File: src/design/hvd_pkg.sv
// Package: sizes, codes, table entry type, control structs and saturation helpers.
package hvd_pkg;

	localparam int TABLE_ENTRIES = 64;
	localparam int MAX_CODE_BITS = 32;
	localparam int IDX_W = $clog2(TABLE_ENTRIES);
	localparam int CNT_W = $clog2(TABLE_ENTRIES + 1);

	typedef enum logic [1:0] {
		ACT_LOAD   = 2'd0,
		ACT_DECODE = 2'd1,
		ACT_CLEAR  = 2'd2
	} action_t;

	typedef enum logic [1:0] {
		STS_OK      = 2'd0,
		STS_MISS    = 2'd1,
		STS_FULL    = 2'd2,
		STS_BADCODE = 2'd3
	} status_t;

	typedef struct packed {
		logic [5:0]  len;
		logic [31:0] code;
		logic [31:0] first;
		logic [31:0] second;
	} entry_t;

	typedef struct packed {
		logic cap;
		logic scan_en;
		logic out_load;
	} dp_cmd_t;

	typedef struct packed {
		logic in_decode;
		logic scan_done;
	} dp_sts_t;

	function automatic logic signed [7:0] sat8(input logic signed [31:0] v);
		logic signed [7:0] r;
		if (v > 32'sd127) begin
			r = 8'sd127;
		end else if (v < -32'sd128) begin
			r = -8'sd128;
		end else begin
			r = v[7:0];
		end
		return r;
	endfunction

	function automatic logic signed [15:0] sat16(input logic signed [31:0] v);
		logic signed [15:0] r;
		if (v > 32'sd32767) begin
			r = 16'sd32767;
		end else if (v < -32'sd32768) begin
			r = -16'sd32768;
		end else begin
			r = v[15:0];
		end
		return r;
	endfunction

endpackage

File: src/design/hvd_ctrl.sv
// Controller: accept / scan / deliver state machine and output valid flag.
module hvd_ctrl import hvd_pkg::*; (
	input  logic    clk,
	input  logic    arst_n,
	input  logic    in_valid,
	output logic    in_ready,
	output logic    out_valid,
	input  logic    out_ready,
	input  dp_sts_t sts,
	output dp_cmd_t cmd
);

	typedef enum logic [2:0] {
		S_IDLE = 3'b001,
		S_SCAN = 3'b010,
		S_DONE = 3'b100
	} state_t;

	state_t state_q, state_d;
	logic   out_vld_q;
	logic   out_free;

	assign out_free  = !out_vld_q || out_ready;
	assign out_valid = out_vld_q;
	assign in_ready  = (state_q == S_IDLE);

	always_comb begin
		state_d = state_q;
		cmd     = '0;
		case (state_q)
			S_IDLE: begin
				if (in_valid) begin
					cmd.cap = 1'b1;
					state_d = sts.in_decode ? S_SCAN : S_DONE;
				end
			end
			S_SCAN: begin
				cmd.scan_en = 1'b1;
				if (sts.scan_done) begin
					state_d = S_DONE;
				end
			end
			S_DONE: begin
				if (out_free) begin
					cmd.out_load = 1'b1;
					state_d      = S_IDLE;
				end
			end
			default: begin
				state_d = S_IDLE;
			end
		endcase
	end

	always_ff @(posedge clk or negedge arst_n) begin
		if (!arst_n) begin
			state_q   <= S_IDLE;
			out_vld_q <= 1'b0;
		end else begin
			state_q <= state_d;
			if (cmd.out_load) begin
				out_vld_q <= 1'b1;
			end else if (out_ready) begin
				out_vld_q <= 1'b0;
			end
		end
	end

endmodule

File: config.mk
export PLATFORM = sky130hd
export DESIGN_NAME = hvd_ctrl
export DESIGN_NICKNAME = d
export VERILOG_FILES = /design/src/design/hvd_pkg.sv /design/src/design/hvd_ctrl.sv
export SDC_FILE = /design/constraint.sdc
export NUM_CORES = 1
export LEC_CHECK = 0
export BUFFER_PORTS_ARGS = -buffer_cell sky130_fd_sc_hd__buf_2
export CORE_AREA = 2 2 39 41
export CTS_CLUSTER_SIZE = 20
export DETAILED_ROUTE_END_ITERATION = 6
export DIE_AREA = 0 0 41 43
export MAX_ROUTING_LAYER = met4
export PLACE_DENSITY = 0.35
export SLEW_MARGIN = 30
export SYNTH_ARGS = -nofsm -noshare
export SYNTH_HDL_FRONTEND = slang
export SYNTH_SLANG_ARGS = --single-unit
export TNS_END_PERCENT = 100
File: constraint.sdc
create_clock -name clk -period 1.5 [get_ports clk]
set_clock_uncertainty 0.15 [all_clocks]
set_input_delay 0.3 -clock clk [delete_from_list [all_inputs] [get_ports clk]]
set_output_delay 0.3 -clock clk [all_outputs]
set_load 0.01 [all_outputs]
# Word-level counts from Yosys, hierarchy flattened
# Cells that the tools add are included.
word_totals:
  register_bits: 4
  latchBits: 0
  ramBits: 0
  mem_bits_ro: 0
  in_bits: 6
  out_inout_bits: 5
  word_cells: 24
  n_memories: 0
op_classes:
  n_addsub: 0
  n_mul: 0
  n_div: 0
  n_lt_le_gt_ge: 0
  eq_ne: 6
  shifts: 0
  mux: 12
  bitwise_logic: 0
  reduce_logical: 4
op_table:
  columns: ["operator", "n"]
  rows:
  - ["2-to-1 mux 3 bit", 4]
  - ["one-hot mux 3 bit (3 select lines)", 1]
  - ["2-to-1 mux 1 bit", 7]
  - ["!= test 2 bit, second input constant", 3]
  - ["== test 3 x 1 -> 1 bit, second input constant", 1]
  - ["== test 3 x 2 -> 1 bit, second input constant", 1]
  - ["== test 3 bit, second input constant", 1]
  - ["AND reduction 3 bit", 1]
  - ["nonzero test 2 bit", 1]
  - ["zero test 1 bit", 1]
  - ["logical OR 1 bit", 1]

# Logic depth before layout (Yosys ltp)
logic_depth:
  depth_word: 5
  ltp_mapped: 3
  ltp_nobuf: 3

# Least setup slack after synthesis
# OpenSTA, ideal clock, no wires.
synth_timing:
  kind: "reg2out"
  startpoint: "register state_q[0]"
  endpoint: "output cmd[2] in the netlist's numbering"
  arrival_ps: 1026
  t_required_ps: 1050
  path_slack_ps: 24
  stages_incl_launch_ff: 4
  n_path_buf: 0
  cell_sequence: "dfstp_2 > nor3b_2 > nand2_1 > inv_1"
synth_rtl:
  columns: ["item", "line", "text"]
  rows:
  - ["start: declaration", "hvd_ctrl.sv:19", "state_t state_q, state_d;"]
  - ["start signal: assignment", "hvd_ctrl.sv:60", "state_q <= state_d;"]
  - ["end: declaration", "hvd_ctrl.sv:10", "output dp_cmd_t cmd"]

==> impl_metrics.toml <==
[outcome]
outcome = "finished, violations left"
failed_checks = "setup timing"

[worst_setup_path]
critical_path_class = "register to output port"
r2r_start = "state_q[0]"
reg2reg_slack_ns = 0.06
cp_max_fo = 3
arrival_ns = 1.21
reg2reg_depth = 5
worstSetupEndpointType = "output port"
r2r-end = "state_q[2]"
cp-start-kind = "register"
required_ns = 1.05

[final_layout]
final_core_util = 0.296
area_delta_synth_final_pct = 91.2
fin_area_sq_um = 409
antennaDiodeCount = 0
fin_nets = 51
drive_above_1_share = 0.591
layout.cells.non_filler = 60
nFillCells = 160

[synth]
synth_compound_area_frac = 0.187
synth-seq-area-share = 0.474
ys_seq_elements = 4
synth_mux_area_frac = 0
synth_top_area_cell = "dfrtp_1"
syn_avg_cell_area_sq_um = 9.73
synth_top_area_frac = 0.351
synth_area_leaders = "dfrtp_1 35%, dfstp_2 12%, a21oi_1 7.0%"
synth_top_family_by_area = "simple AND/OR/NAND/NOR gates"
postSynthCellCount = 22
synth-simple-area-share = 0.269
synth_cell_types = 15
yosys.area_share.adder = 0
synth_nets = 28
synth-xor-area-share = 0
yosys_warnings = 0
synth_area_sq_um = 214

[min_path]
hold-path-cell-count = 2
hp-start = "out_ready"
hold_path_class = "input pin to register"
hold_end = "out_valid"

[detailed_routing]
wire_per_inst_um = 9.42
wl_met2_um = 257
vias_per_cell = 3.95
ant_nets = 0
drt_first_pass_iters = 2
drtIter0Drc = 4
wirelength_um = 565
drt-met1-wl_um = 260
dr_wl_met3_um = 48
top_layer = "met3"
drcViolationCount = 0
vias = 237

[pwr]
intPower_mw = 0.367
power_mw = 0.520
p_leak_nw = 0.196
power.switching_mw = 0.152
powerDensity_nw_per_um2 = 1270
p_seq_frac = 0.287
share_comb_of_total_power = 0.438
p_clk_frac = 0.276
switching_share = 0.293
ir_worst_vdd_v = 0.000409

[flow_run]
drv_cap = 0

[global_routing]
grt_usage = 0.0724
first_global_vias = 212
grt_first_pass_wirelength_um = 807
antenna_found_initial = 0
grt_overflow = 0
grt_max_degree = 8

[die]
rows = 14
start_util = 0.155
io_pins = 11
die_x_um = 41
die_h_um = 43
dieArea_sq_um = 1760
core_sq_um = 1380

[sta]
fmax_mhz = 602
worst_slew_pin_slew_ns = 0.357
setup_viol = 4
hold_viol_final = 0
post-route-min-period_ns = 1.66
rsz0062_at_grt = "true"
layout_setup_ws_ns = -0.162
post-route-period-util = 1.11
slew_violations = 0
relSlewSlack = 0.759

[clocking]
cts.htree.levels = 1
clk_pin_slew_ns = 0.04
clk-insertion-delay-late_ns = 0.23
cts_root_buffer = "clkbuf_4"
clkSinkCount = 4
cts_made_buffers = 3
tritoncts = "built"
clk_path_buf_depth = 2

[place]
place_area_sq_um = 314
place_ws_ns = 0.0554
placed_cells = 52
place_congestion = 0.771
port-buffer-count = 10
## synthesized netlist by cell type
master / number
nor4bb_1: 1
or3b_1: 1
nand4b_1: 1
o21ai_1: 1
o22ai_1: 1
inv_1: 4
nor3b_1: 1
dfrtp_1: 3
dfstp_2: 1
nor3b_2: 1
a21oi_1: 3
o21a_1: 1
a31oi_1: 1
nand2_1: 1
or3_1: 1
## through the flow
step | hold WS, ns | TNS [ns]
after floorplan | -0.146 | 0
after global placement | -0.0445 | 0
after detailed placement | -0.0439 | 0
after CTS | 0.121 | -0.456
after global routing | 0.132 | -0.654
final | 0.126 | -0.451
## per-layer routing
layer / up-vias / GRT usage
met4: 0 / 0.0600
met3: 0 / 0.0157
met5: - / -
li1: 124 / -
met1: 105 / 0.0948
met2: 8 / 0.0906
## flip-flops by register name, summed over array words and instances, names as in the netlist
| register | count |
|---|---|
| out_valid | 1 |
| state_q | 3 |
## area by class of cell
class | instances | area, sq um | share of cell area
Multi-Input combinational cell | 14 | 124 | 0.303
Clock buffer | 4 | 26.3 | 0.0642
Sequential cell | 4 | 101 | 0.248
Timing Repair Buffer | 18 | 123 | 0.300
Inverter | 4 | 15.0 | 0.0367
Tap cell | 16 | 20.0 | 0.0489
## how the worst max path moves through the flow
stage | start | endpoint
5_1_grt | state_q[0] | cmd[0]
6_report | state_q[0] | cmd[0]
2_1_floorplan | state_q[0] | cmd[2]
3_3_place_gp | state_q[0] | cmd[0]
4_1_cts | state_q[0] | cmd[0]
3_5_place_dp | state_q[0] | cmd[0]
## cell families (layout without fill, tap and decap cells)
kind of cell,Yosys count,in the layout
AO/OA/AOI/OAI,7,7
AND/OR/NAND/NOR,7,7
flip-flops,4,4
buffers and inverters,4,26
## placed cells by master (no fill, tap or decap), types with 2 or more instances in the layout
master | Yosys | layout
inv_1 | 4 | 4
buf_4 | 0 | 6
buf_6 | 0 | 2
buf_2 | 0 | 9
a21oi_1 | 3 | 2
clkbuf_4 | 0 | 3
dfrtp_1 | 3 | 3
## power by group through the flow
| stage | clock, mW | combinational, mW | sequential [mW] |
|---|---|---|---|
| final | 0.143 | 0.227 | 0.149 |
| after global routing | 0.158 | 0.248 | 0.151 |
| after CTS | 0.153 | 0.166 | 0.146 |
| after detailed placement | 0 | 0.160 | 0.148 |
| after global placement | 0 | 0.158 | 0.149 |
| after floorplan | 0 | 0.0653 | 0.160 |
## timing repair
item / CTS / global route
buffers inserted: 0 / 3
endpoints found under the hold margin: 4 / 0
setup endpoints to repair: 4 / 5
hold buffers: 1 / 0
pin swaps: 1 / 2
resized for setup: 1 / 6
cloned: 0 / 0
## critical path, stage by stage, from the launching register on
cell and delay, ns:
dfstp_2 0.37, or3_4 0.39, a21oi_2 0.10, buf_2 0.13
No activity file was read; power rests on OpenSTA's default activity.
